<file path="src/rtl/thfe_pkg.sv">
// shared types and constants for the tls hello field extractor
package thfe_pkg;

  localparam logic [7:0] CT_HANDSHAKE = 8'd22;
  localparam logic [7:0] HS_CLIENT = 8'd1;
  localparam logic [7:0] HS_SERVER = 8'd2;
  localparam logic [15:0] EXT_SNI = 16'h0000;
  localparam logic [15:0] EXT_ALPN = 16'h0010;
  localparam logic [15:0] EXT_SV = 16'h002B;
  localparam logic [15:0] HS_FIXED_LEN = 16'd37;

  typedef enum logic [3:0] {
    K_DONE = 4'd0, K_CIPHER = 4'd1, K_SNI_START = 4'd2, K_SNI_BYTE = 4'd3,
    K_ALPN_LIST = 4'd4, K_ALPN_PSTART = 4'd5, K_ALPN_BYTE = 4'd6,
    K_VERSION = 4'd7, K_TRUNC = 4'd8
  } kind_t;

  typedef enum logic [25:0] {
    P_H0        = 26'h0000001,
    P_H1        = 26'h0000002,
    P_H2        = 26'h0000004,
    P_H3        = 26'h0000008,
    P_H4        = 26'h0000010,
    P_SKIP      = 26'h0000020,
    P_HSTYPE    = 26'h0000040,
    P_HSFIXED   = 26'h0000080,
    P_SIDLEN    = 26'h0000100,
    P_SIDSKIP   = 26'h0000200,
    P_CSLEN     = 26'h0000400,
    P_CSBODY    = 26'h0000800,
    P_COMPLEN   = 26'h0001000,
    P_COMPSKIP  = 26'h0002000,
    P_SRVSUITE  = 26'h0004000,
    P_SRVCOMP   = 26'h0008000,
    P_EXTTOTAL  = 26'h0010000,
    P_EXTHDR    = 26'h0020000,
    P_EXTSKIP   = 26'h0040000,
    P_SNIPRE    = 26'h0080000,
    P_SNINAME   = 26'h0100000,
    P_ALPNLIST  = 26'h0200000,
    P_ALPNPLEN  = 26'h0400000,
    P_ALPNPROTO = 26'h0800000,
    P_SVCLIENT  = 26'h1000000,
    P_SVSERVER  = 26'h2000000
  } phase_t;

  typedef struct packed {
    logic [3:0]  kind;
    logic [15:0] value;
    logic [15:0] extra;
    logic [7:0]  content_type;
    logic        last;
  } result_t;

  typedef struct packed {
    logic [7:0] data_byte;
    logic       buffer_end;
  } item_t;

endpackage

</file>
<file path="src/rtl/thfe_if.sv">
// valid/ready channel interfaces for input bytes and results
interface thfe_in_if;
  import thfe_pkg::*;
  logic  valid;
  logic  ready;
  item_t data;
  modport source (output valid, output data, input ready);
  modport sink (input valid, input data, output ready);
endinterface

interface thfe_out_if;
  import thfe_pkg::*;
  logic    valid;
  logic    ready;
  result_t data;
  modport source (output valid, output data, input ready);
  modport sink (input valid, input data, output ready);
endinterface

</file>
<file path="src/rtl/thfe_out_queue.sv">
// small result queue that takes up to three results per byte and drains them one per cycle while out.ready is high
module thfe_out_queue
  import thfe_pkg::*;
#(
  parameter int Depth = 8
) (
  input  logic          clk,
  input  logic          rst_n,
  input  logic [1:0]    push_n,
  input  result_t       push_d [3],
  output logic          room,
  thfe_out_if.source    out
);
  localparam int AW = $clog2(Depth);
  result_t mem [Depth];
  logic [AW-1:0] wp_r, rp_r;
  logic [AW:0] cnt_r, cnt_nxt;
  logic pop;

  assign pop = out.valid && out.ready;
  assign out.valid = (cnt_r != '0);
  assign out.data = mem[rp_r];
  assign room = ({1'b0, cnt_r} + (AW+2)'(3)) <= (AW+2)'(Depth);
  assign cnt_nxt = cnt_r + (AW+1)'(push_n) - (AW+1)'(pop);

  always_ff @(posedge clk) begin
    if (push_n > 2'd0) mem[wp_r] <= push_d[0];
    if (push_n > 2'd1) mem[wp_r + AW'(1)] <= push_d[1];
    if (push_n > 2'd2) mem[wp_r + AW'(2)] <= push_d[2];
    if (!rst_n) begin
      wp_r <= '0;
      rp_r <= '0;
      cnt_r <= '0;
    end else begin
      wp_r <= wp_r + AW'(push_n);
      rp_r <= rp_r + AW'(pop);
      cnt_r <= cnt_nxt;
    end
  end

`ifndef SYNTHESIS
  a_no_overflow: assert property (@(posedge clk) disable iff (!rst_n)
    cnt_r <= (AW+1)'(Depth)) else $error("queue overflow");
  a_pop_valid: assert property (@(posedge clk) disable iff (!rst_n)
    (cnt_r == '0) |-> !out.valid) else $error("valid while empty");
  a_count: assert property (@(posedge clk) disable iff (!rst_n)
    (push_n == 2'd0 && !pop) |=> $stable(cnt_r)) else $error("count moved");
`endif
endmodule

</file>
<file path="src/rtl/tls_hello_field_extractor_unit.sv">
// top level: tls record parser with hello field extraction
// a byte is registered at input; its results enter the queue when the queue has room
// throughput: one byte per cycle; up to three results per byte drain at one per cycle,
//   so ready drops while a byte is held and the eight-entry queue lacks room for three
// reset: synchronous active-low rst_n returns the parser to record header byte zero
//   and empties the result queue
module tls_hello_field_extractor_unit
  import thfe_pkg::*;
#(
  parameter int QDepth = 8
) (
  input  logic       clk,
  input  logic       rst_n,
  thfe_in_if.sink    in_ch,
  thfe_out_if.source out_ch
);
  // input register stage
  logic   iv_r;
  item_t  id_r;
  logic   room;
  logic   take;

  // parser state
  phase_t ph_r, ph;
  logic [7:0]  rtype_r, rtype, hb_r, hb, pidx_r, pidx;
  logic        cli_r, cli;
  logic [15:0] rver_r, rver, rlen_r, rlen, seen_r, seen, fc_r, fc, fl_r, fl;
  logic [15:0] xend_r, xend, xt_r, xt, xl_r, xl, ic_r, ic, bv_r, bv;

  result_t res [3];
  logic [1:0] n;

  // ready while the stage is free or drains this cycle into the queue
  assign in_ch.ready = !iv_r || room;
  assign take = in_ch.valid && in_ch.ready;

  always_comb begin
    logic [7:0]  b;
    logic [15:0] w, k, off;
    logic [16:0] room17, e17;
    logic        done;
    b = id_r.data_byte;
    w = {hb_r, b};
    ph = ph_r; rtype = rtype_r; hb = hb_r; pidx = pidx_r; cli = cli_r;
    rver = rver_r; rlen = rlen_r; seen = seen_r; fc = fc_r; fl = fl_r;
    xend = xend_r; xt = xt_r; xl = xl_r; ic = ic_r; bv = bv_r;
    n = 2'd0;
    done = 1'b0;
    k = '0; off = '0; room17 = '0; e17 = '0;
    for (int i = 0; i < 3; i++) res[i] = '0;

    case (ph_r)
      P_H0: begin
        rtype = b; rver = '0; rlen = '0; seen = '0; ph = P_H1;
      end
      P_H1: begin rver = {b, 8'h00}; ph = P_H2; end
      P_H2: begin rver = {rver_r[15:8], b}; ph = P_H3; end
      P_H3: begin rlen = {b, 8'h00}; ph = P_H4; end
      P_H4: begin
        rlen = {rlen_r[15:8], b};
        if (rlen == '0) done = 1'b1;
        else ph = (rtype_r == CT_HANDSHAKE) ? P_HSTYPE : P_SKIP;
      end
      default: begin
        seen = seen_r + 16'd1;
        room17 = {1'b0, rlen_r} - {1'b0, seen};
        case (ph_r)
          P_SKIP: ;
          P_HSTYPE: begin
            if (b == HS_CLIENT || b == HS_SERVER) begin
              cli = (b == HS_CLIENT); fc = '0; ph = P_HSFIXED;
            end else ph = P_SKIP;
          end
          P_HSFIXED: begin
            fc = fc_r + 16'd1;
            if (fc >= HS_FIXED_LEN) ph = P_SIDLEN;
          end
          P_SIDLEN, P_SIDSKIP: begin
            if (ph_r == P_SIDLEN) begin fl = {8'h00, b}; fc = '0; end
            else fc = fc_r + 16'd1;
            if (fc >= fl) begin
              fc = '0; ph = cli_r ? P_CSLEN : P_SRVSUITE;
            end else ph = P_SIDSKIP;
          end
          P_CSLEN: begin
            if (fc_r == '0) begin hb = b; fc = 16'd1; end
            else begin
              fl = w; fc = '0;
              // cipher list must fit inside the record
              if ({1'b0, w} > room17) ph = P_SKIP;
              else ph = (w != '0) ? P_CSBODY : P_COMPLEN;
            end
          end
          P_CSBODY: begin
            fc = fc_r + 16'd1;
            if (fc[0]) hb = b;
            else begin res[n] = '{K_CIPHER, w, 16'h0, 8'h0, 1'b0}; n = n + 2'd1; end
            if (fc >= fl_r) ph = P_COMPLEN;
          end
          P_COMPLEN, P_COMPSKIP: begin
            if (ph_r == P_COMPLEN) begin fl = {8'h00, b}; fc = '0; end
            else fc = fc_r + 16'd1;
            if (fc >= fl) begin fc = '0; ph = P_EXTTOTAL; end
            else ph = P_COMPSKIP;
          end
          P_SRVSUITE: begin
            if (fc_r == '0) begin hb = b; fc = 16'd1; end
            else begin
              res[n] = '{K_CIPHER, w, 16'h0, 8'h0, 1'b0}; n = n + 2'd1;
              ph = P_SRVCOMP;
            end
          end
          P_SRVCOMP: begin fc = '0; ph = P_EXTTOTAL; end
          P_EXTTOTAL: begin
            if (fc_r == '0) begin hb = b; fc = 16'd1; end
            else begin
              // extensions block clipped to record end
              e17 = {1'b0, seen} + {1'b0, w};
              xend = (e17 > {1'b0, rlen_r}) ? rlen_r : e17[15:0];
              if (xend >= seen && (xend - seen) >= 16'd4) begin
                ph = P_EXTHDR; fc = '0;
              end else ph = P_SKIP;
            end
          end
          P_EXTHDR: begin
            if (fc_r == 16'd0 || fc_r == 16'd2) begin hb = b; fc = fc_r + 16'd1; end
            else if (fc_r == 16'd1) begin xt = w; fc = fc_r + 16'd1; end
            else begin
              xl = w;
              if ({1'b0, seen} + {1'b0, w} > {1'b0, xend_r}) ph = P_SKIP;
              else begin
                ic = '0;
                if (w == '0) begin
                  if (xend_r >= seen && (xend_r - seen) >= 16'd4) begin
                    ph = P_EXTHDR; fc = '0;
                  end else ph = P_SKIP;
                end else begin
                  ph = P_EXTSKIP;
                  if (xt_r == EXT_SNI) begin
                    if (w >= 16'd5) ph = P_SNIPRE;
                  end else if (xt_r == EXT_ALPN) begin
                    if (w >= 16'd2) ph = P_ALPNLIST;
                  end else if (xt_r == EXT_SV) begin
                    if (cli_r) begin if (w >= 16'd3) ph = P_SVCLIENT; end
                    else if (w >= 16'd2) ph = P_SVSERVER;
                  end
                end
              end
            end
          end
          P_EXTSKIP, P_SNIPRE, P_SNINAME, P_ALPNLIST, P_ALPNPLEN, P_ALPNPROTO,
          P_SVCLIENT, P_SVSERVER: begin
            ic = ic_r + 16'd1;
            k = ic;
            case (ph_r)
              P_SNIPRE: begin
                if (k == 16'd4) hb = b;
                else if (k == 16'd5) begin
                  if ({1'b0, w} + 17'd5 <= {1'b0, xl_r}) begin
                    res[n] = '{K_SNI_START, w, 16'h0, 8'h0, 1'b0}; n = n + 2'd1;
                    fl = w; fc = '0;
                    ph = (w != '0) ? P_SNINAME : P_EXTSKIP;
                  end else ph = P_EXTSKIP;
                end
              end
              P_SNINAME: begin
                res[n] = '{K_SNI_BYTE, {8'h00, b}, fc_r, 8'h0, 1'b0}; n = n + 2'd1;
                fc = fc_r + 16'd1;
                if (fc >= fl_r) ph = P_EXTSKIP;
              end
              P_ALPNLIST: begin
                if (k == 16'd1) hb = b;
                else begin
                  res[n] = '{K_ALPN_LIST, w, 16'h0, 8'h0, 1'b0}; n = n + 2'd1;
                  pidx = '0; ph = P_ALPNPLEN;
                end
              end
              P_ALPNPLEN: begin
                if ({1'b0, k} + 17'(b) <= {1'b0, xl_r}) begin
                  res[n] = '{K_ALPN_PSTART, {8'h00, b}, {8'h00, pidx_r}, 8'h0, 1'b0};
                  n = n + 2'd1;
                  if (b == 8'h00) pidx = pidx_r + 8'd1;
                  else begin fl = {8'h00, b}; fc = '0; ph = P_ALPNPROTO; end
                end else ph = P_EXTSKIP;
              end
              P_ALPNPROTO: begin
                res[n] = '{K_ALPN_BYTE, {8'h00, b}, {8'h00, pidx_r}, 8'h0, 1'b0};
                n = n + 2'd1;
                fc = fc_r + 16'd1;
                if (fc >= fl_r) begin pidx = pidx_r + 8'd1; ph = P_ALPNPLEN; end
              end
              P_SVCLIENT: begin
                off = k - 16'd1;
                if (off == '0) begin fl = {8'h00, b}; bv = '0; end
                else if (off[0]) hb = b;
                else if (off <= fl_r) begin
                  if (w > bv_r) bv = w;
                end
              end
              P_SVSERVER: begin
                if (k == 16'd1) hb = b;
                else begin
                  res[n] = '{K_VERSION, w, 16'h0, 8'h0, 1'b0}; n = n + 2'd1;
                  ph = P_EXTSKIP;
                end
              end
              default: ;
            endcase
            if (ic >= xl_r) begin
              if (ph == P_SVCLIENT && bv != '0) begin
                res[n] = '{K_VERSION, bv, 16'h0, 8'h0, 1'b0}; n = n + 2'd1;
              end
              if (xend_r >= seen && (xend_r - seen) >= 16'd4) begin
                ph = P_EXTHDR; fc = '0;
              end else ph = P_SKIP;
            end
          end
          default: ph = P_SKIP;
        endcase
        if (seen >= rlen_r) done = 1'b1;
      end
    endcase

    if (done) begin
      res[n] = '{K_DONE, rver, rlen, rtype, 1'b0}; n = n + 2'd1; ph = P_H0;
    end else if (id_r.buffer_end) begin
      res[n] = '{K_TRUNC, rver, rlen, rtype, 1'b0}; n = n + 2'd1; ph = P_H0;
    end
    if (n != 2'd0) res[n - 2'd1].last = 1'b1;
  end

  always_ff @(posedge clk) begin
    if (take) id_r <= in_ch.data;
    if (!rst_n) begin
      iv_r <= 1'b0;
      ph_r <= P_H0;
      rtype_r <= '0; hb_r <= '0; pidx_r <= '0; cli_r <= 1'b0;
      rver_r <= '0; rlen_r <= '0; seen_r <= '0; fc_r <= '0; fl_r <= '0;
      xend_r <= '0; xt_r <= '0; xl_r <= '0; ic_r <= '0; bv_r <= '0;
    end else begin
      if (take) iv_r <= 1'b1;
      else if (room) iv_r <= 1'b0;
      // state advances when the registered byte moves into the queue
      if (iv_r && room) begin
        ph_r <= ph; rtype_r <= rtype; hb_r <= hb; pidx_r <= pidx; cli_r <= cli;
        rver_r <= rver; rlen_r <= rlen; seen_r <= seen; fc_r <= fc; fl_r <= fl;
        xend_r <= xend; xt_r <= xt; xl_r <= xl; ic_r <= ic; bv_r <= bv;
      end
    end
  end

  thfe_out_queue #(.Depth(QDepth)) u_queue (
    .clk    (clk),
    .rst_n  (rst_n),
    .push_n ((iv_r && room) ? n : 2'd0),
    .push_d (res),
    .room   (room),
    .out    (out_ch)
  );

`ifndef SYNTHESIS
  a_last_result: assert property (@(posedge clk) disable iff (!rst_n)
    (iv_r && room && id_r.buffer_end) |=> (ph_r == P_H0))
    else $error("buffer end did not return to header");
  a_hold: assert property (@(posedge clk) disable iff (!rst_n)
    (iv_r && !room) |=> (iv_r && $stable(ph_r))) else $error("stage lost byte");
  a_header_clear: assert property (@(posedge clk) disable iff (!rst_n)
    (iv_r && room && ph_r == P_H0) |=> (seen_r == '0)) else $error("count not cleared");
`endif
endmodule

</file>
<file path="src/flat_wrapper.sv">
// flat-port wrapper written by rule: the top's interface ports become plain ports
module tls_hello_field_extractor_unit_flat import thfe_pkg::*;
#(
  parameter int QDepth = 8
)
  (clk, rst_n, in_ch_valid, in_ch_data, in_ch_ready, out_ch_valid, out_ch_data, out_ch_ready);
  thfe_in_if in_ch_i ();
  thfe_out_if out_ch_i ();
  input  logic clk;
  input  logic rst_n;
  input wire logic [$bits(in_ch_i.valid)-1:0] in_ch_valid;
  input wire logic [$bits(in_ch_i.data)-1:0] in_ch_data;
  output wire logic [$bits(in_ch_i.ready)-1:0] in_ch_ready;
  output wire logic [$bits(out_ch_i.valid)-1:0] out_ch_valid;
  output wire logic [$bits(out_ch_i.data)-1:0] out_ch_data;
  input wire logic [$bits(out_ch_i.ready)-1:0] out_ch_ready;
  assign in_ch_i.valid = in_ch_valid;
  assign in_ch_i.data = in_ch_data;
  assign in_ch_ready = in_ch_i.ready;
  assign out_ch_valid = out_ch_i.valid;
  assign out_ch_data = out_ch_i.data;
  assign out_ch_i.ready = out_ch_ready;
  tls_hello_field_extractor_unit #(.QDepth(QDepth)) u_core (.clk(clk), .rst_n(rst_n), .in_ch(in_ch_i), .out_ch(out_ch_i));
endmodule
</file>
<file path="config.mk">
export PLATFORM = sky130hd
export DESIGN_NAME = tls_hello_field_extractor_unit_flat
export DESIGN_NICKNAME = d
export VERILOG_FILES = /design/src/rtl/thfe_pkg.sv /design/src/rtl/thfe_if.sv /design/src/rtl/thfe_out_queue.sv /design/src/rtl/tls_hello_field_extractor_unit.sv /design/src/flat_wrapper.sv
export SDC_FILE = /design/constraint.sdc
export NUM_CORES = 2
export LEC_CHECK = 0
export BUFFER_PORTS_ARGS = -buffer_cell sky130_fd_sc_hd__buf_2
export CAP_MARGIN = 0
export CORE_UTILIZATION = 40
export DETAILED_ROUTE_END_ITERATION = 6
export PLACE_DENSITY = 0.6
export SYNTH_ARGS = -nofsm -noshare
export SYNTH_HDL_FRONTEND = slang
export SYNTH_SLANG_ARGS = --single-unit
</file>
<file path="constraint.sdc">
create_clock -name clk -period 33.6 [get_ports clk]
set_clock_uncertainty 0.2 [all_clocks]
set_input_delay 3.36 -clock clk [delete_from_list [all_inputs] [get_ports clk]]
set_output_delay 3.36 -clock clk [all_outputs]
set_load 0.005 [all_outputs]
</file>
==> flow_summary.json <==
{
  "min_from": "u_core.xl_r[7]$_SDFFE_PN0P_",
  "clock_pin_slew_worst_setup_and_hold_paths_ps": 60,
  "path_class": "flop to flop",
  "synth-main-ff-cell": "sky130_fd_sc_hd__edfxtp_1",
  "synth.top_cell.area_share": 0.277,
  "ff_latch_area_um2": 15500,
  "clock_path_buffers": 3,
  "tritoncts.num_buffers": 70,
  "layout_min_cycle_time_ps": 10870,
  "ys.warnings.count": 0,
  "fp-row-count": 115,
  "power.density_nw_per_um2": 52.5,
  "ys_top_cells_by_count": "sky130_fd_sc_hd__nor2_1, sky130_fd_sc_hd__edfxtp_1, sky130_fd_sc_hd__nand2_1, sky130_fd_sc_hd__ha_1, sky130_fd_sc_hd__dfxtp_1",
  "crit_fanout": 17,
  "antenna-diode-count": 0,
  "cts_num_sinks": 591,
  "die-area_um2": 101000,
  "antenna_violations_before_repair": 2,
  "vdd.ir_drop.worst_mv": 0.0459,
  "clock.fmax_ghz": 0.0920,
  "core_outline_area_um2": 98700,
  "drt-total-wl_um": 136000,
  "starting_density_of_the_core": 0.405,
  "count_of_instances_resized_after_the_clock_tree_is_built": 0,
  "yosys_register_bits": 591,
  "crit_end_element": "flop",
  "arithmetic_cell_share_of_the_synthesized_area_counting_full_adders_half_adders_and_majority_gates": 0.0890,
  "critical_path_arrival_ps": 11010,
  "synthesis_to_layout_area_growth_pct": 9.87,
  "cts_tree": "built",
  "syn_inst": 4174,
  "routabilityCongestion": 0.959,
  "clock_insertion_delay_worst_skew_ps": 650,
  "final_antenna_net_count": 0,
  "timing.final.max_slew_violations": 0,
  "grt_overall_usage": 0.262,
  "synth-xor-area-share": 0.0293,
  "io_pins": 60,
  "yosysTopAreaCell": "sky130_fd_sc_hd__edfxtp_1",
  "startpoint_type_of_the_worst_setup_path": "flop",
  "synth_sequential_area_ratio": 0.389,
  "leakage_power_total_nw": 15.8,
  "htreeDepth": 3,
  "largest_family_of_logic_cells_by_synthesized_area": "compound AO/OA/AOI/OAI gates",
  "tns_ps": 0,
  "placement.cell_area_um2": 41600,
  "yosys-top-cells-area": "sky130_fd_sc_hd__edfxtp_1, sky130_fd_sc_hd__dfxtp_1, sky130_fd_sc_hd__ha_1, sky130_fd_sc_hd__mux4_2, sky130_fd_sc_hd__nor2_1",
  "yosys-mux-area-fraction": 0.0777,
  "post_synth_and_or_nand_nor_area_fraction": 0.169,
  "crit-reg2reg-launch": "u_core.ic_r[0]$_SDFFE_PN0P_",
  "post-route-cell-area_um2": 43900,
  "die_width_um": 318,
  "run_status": "finished, final reports clean",
  "fp.dieH_um": 318,
  "clk_root_buffer_cell": "sky130_fd_sc_hd__clkbuf_16",
  "nets": 4418,
  "drive_above_1_share": 0.121,
  "grt_start_max_net_pins": 76,
  "critPathSlowestCell": "sky130_fd_sc_hd__a21oi_1",
  "post-cts-setup-buffers": 0,
  "multi_input_comb_area_um2": 22800,
  "timing.max_slew.rel_slack": 0.121,
  "drv_cap": 0,
  "post-place-ws_ps": 22910,
  "grt_pass1_wl_um": 205000,
  "synth_nets": 4468,
  "routed_len_inst_um": 24.9,
  "worst_slew_pin_slew_ps": 1290,
  "placedCellCount": 5339,
  "post_synthesis_instance_area_um2": 39900,
  "finalWorstSetupSlack_ps": 22730,
  "synth.lib_cells_used.distinct": 114,
  "synth_enable_flop_cells": 369,
  "via_count_of_the_first_global_routing_pass": 32100,
  "detailedRoute.firstPassIterationCount": 7,
  "drc": 0,
  "final_min_period_over_clock_period": 0.323,
  "timing_hold_violations_final": 0,
  "hpwl_um": 96600,
  "drt-initial-drc-count": 3946,
  "detailroute.via_count": 34700,
  "postCtsHoldBufs": 0,
  "synth-compound-area-share": 0.203,
  "slowest_delay_ps": 1050,
  "viasPerCell": 6.35,
  "asyncSetResetFlopFracSynth": 0,
  "finish.cell_count_without_fillers": 5466,
  "gr-total-overflow": 0,
  "setup_violations": 0,
  "worstPathRequired_ps": 33740,
  "rsz0062_at_grt": "false",
  "fillCellCount": 9469,
  "most_common_cell_in_the_synthesized_netlist": "sky130_fd_sc_hd__nor2_1",
  "io_buffers": 59,
  "timing.critical_path.from": "u_core.ic_r[0]$_SDFFE_PN0P_",
  "class_of_the_tightest_hold_or_removal_check": "flop to flop",
  "synthesis.area_per_instance_um2": 9.57
}
state kept, by name, summed over array words and instances (netlist names), 9 cells and up:
signal / flops
u_core.bv_r: 16
u_core.fc_r: 16
u_core.fl_r: 16
u_core.ic_r: 16
u_core.id_r: 9
u_core.ph_r: 26
u_core.rlen_r: 16
u_core.rver_r: 16
u_core.seen_r: 16
u_core.u_queue.mem: 360
u_core.xend_r: 16
u_core.xl_r: 16
u_core.xt_r: 16
worst max-delay path, delay by kind of cell (launching register included):
family	cells	cell delay, ps
compound gates	13	3540
xor+xnor	2	450
fa+ha+maj	5	1820
buf+inv	4	940
flops	1	640
mux	1	210
simple gates	11	2740
per-stage QoR:
stage	util	hold slack, ps	power [mW]
2_1_floorplan	-	232	1.33
3_3_place_gp	0.421	238	1.53
3_5_place_dp	0.421	245	1.53
4_1_cts	0.445	253	2.31
5_1_grt	0.445	271	2.40
6_report	0.445	250	2.30
kinds of logic (layout without fill, tap and decap cells):
logic type                 count (synthesis)  after routing
AOI/OAI and AO/OA                       1167           1167
xor gates and xnor gates                 131            131
adders and majority gates                281            281
buffers and inverters                    440            445
DFF                                      591            591
muxes                                    190            190
and+or+nand+nor                         1374           1374
cells in the final DEF (no fill, tap or decap), types with 71 or more instances in the layout:
cell and instances:
sky130_fd_sc_hd__nor2_1 437, sky130_fd_sc_hd__edfxtp_1 369, sky130_fd_sc_hd__nand2_1 293, sky130_fd_sc_hd__ha_1 276, sky130_fd_sc_hd__dfxtp_1 219, sky130_fd_sc_hd__a21oi_1 197
sky130_fd_sc_hd__o21ai_0 192, sky130_fd_sc_hd__inv_1 171, sky130_fd_sc_hd__nand3_1 131, sky130_fd_sc_hd__nor3_1 103, sky130_fd_sc_hd__o22ai_1 103, sky130_fd_sc_hd__xnor2_1 90
sky130_fd_sc_hd__mux4_2 90, sky130_fd_sc_hd__a22oi_1 87, sky130_fd_sc_hd__buf_4 80, sky130_fd_sc_hd__a211oi_1 78, sky130_fd_sc_hd__o32ai_1 75, sky130_fd_sc_hd__clkbuf_16 71
power by group:
| part | switching (mW) | internal [mW] | total, mW |
|---|---|---|---|
| sequential | 0.0427 | 0.814 | 0.857 |
| combinational | 0.384 | 0.284 | 0.668 |
| clock | 0.334 | 0.445 | 0.779 |
| total | 0.761 | 1.54 | 2.30 |
per-layer routing:
metal  GRT usage  vias to the layer above  wire [um]  share of wire
met2       0.403                     1691      60100           0.44
li1            -                    15800          -              -
met4      0.0877                        2       4610          0.034
met3      0.0414                      229      11600          0.085
met5           0                        -         20        0.00015
met1       0.374                    16900      59600           0.44
worst paths after layout:
check | slack, ps | cells past startpoint | to
worst max-delay path | 22730 | 36 | u_core.u_queue.mem[3][36]$_DFFE_PP_
worst min-delay path | 250 | 2 | u_core.xl_r[7]$_SDFFE_PN0P_
worst max register to register | 22730 | 36 | u_core.u_queue.mem[3][36]$_DFFE_PP_
worst min register to register | 250 | 2 | u_core.xl_r[7]$_SDFFE_PN0P_
layout make-up:
cell class                 instances  area share
sequential                       591       0.354
clock inverter                    40     0.00975
tap                             1287      0.0367
timing repair buffer             139      0.0204
multi-input combinational       3143       0.521
clock buffer                      87      0.0432
inverter                         179      0.0154
(Power assumes the default switching activity.)
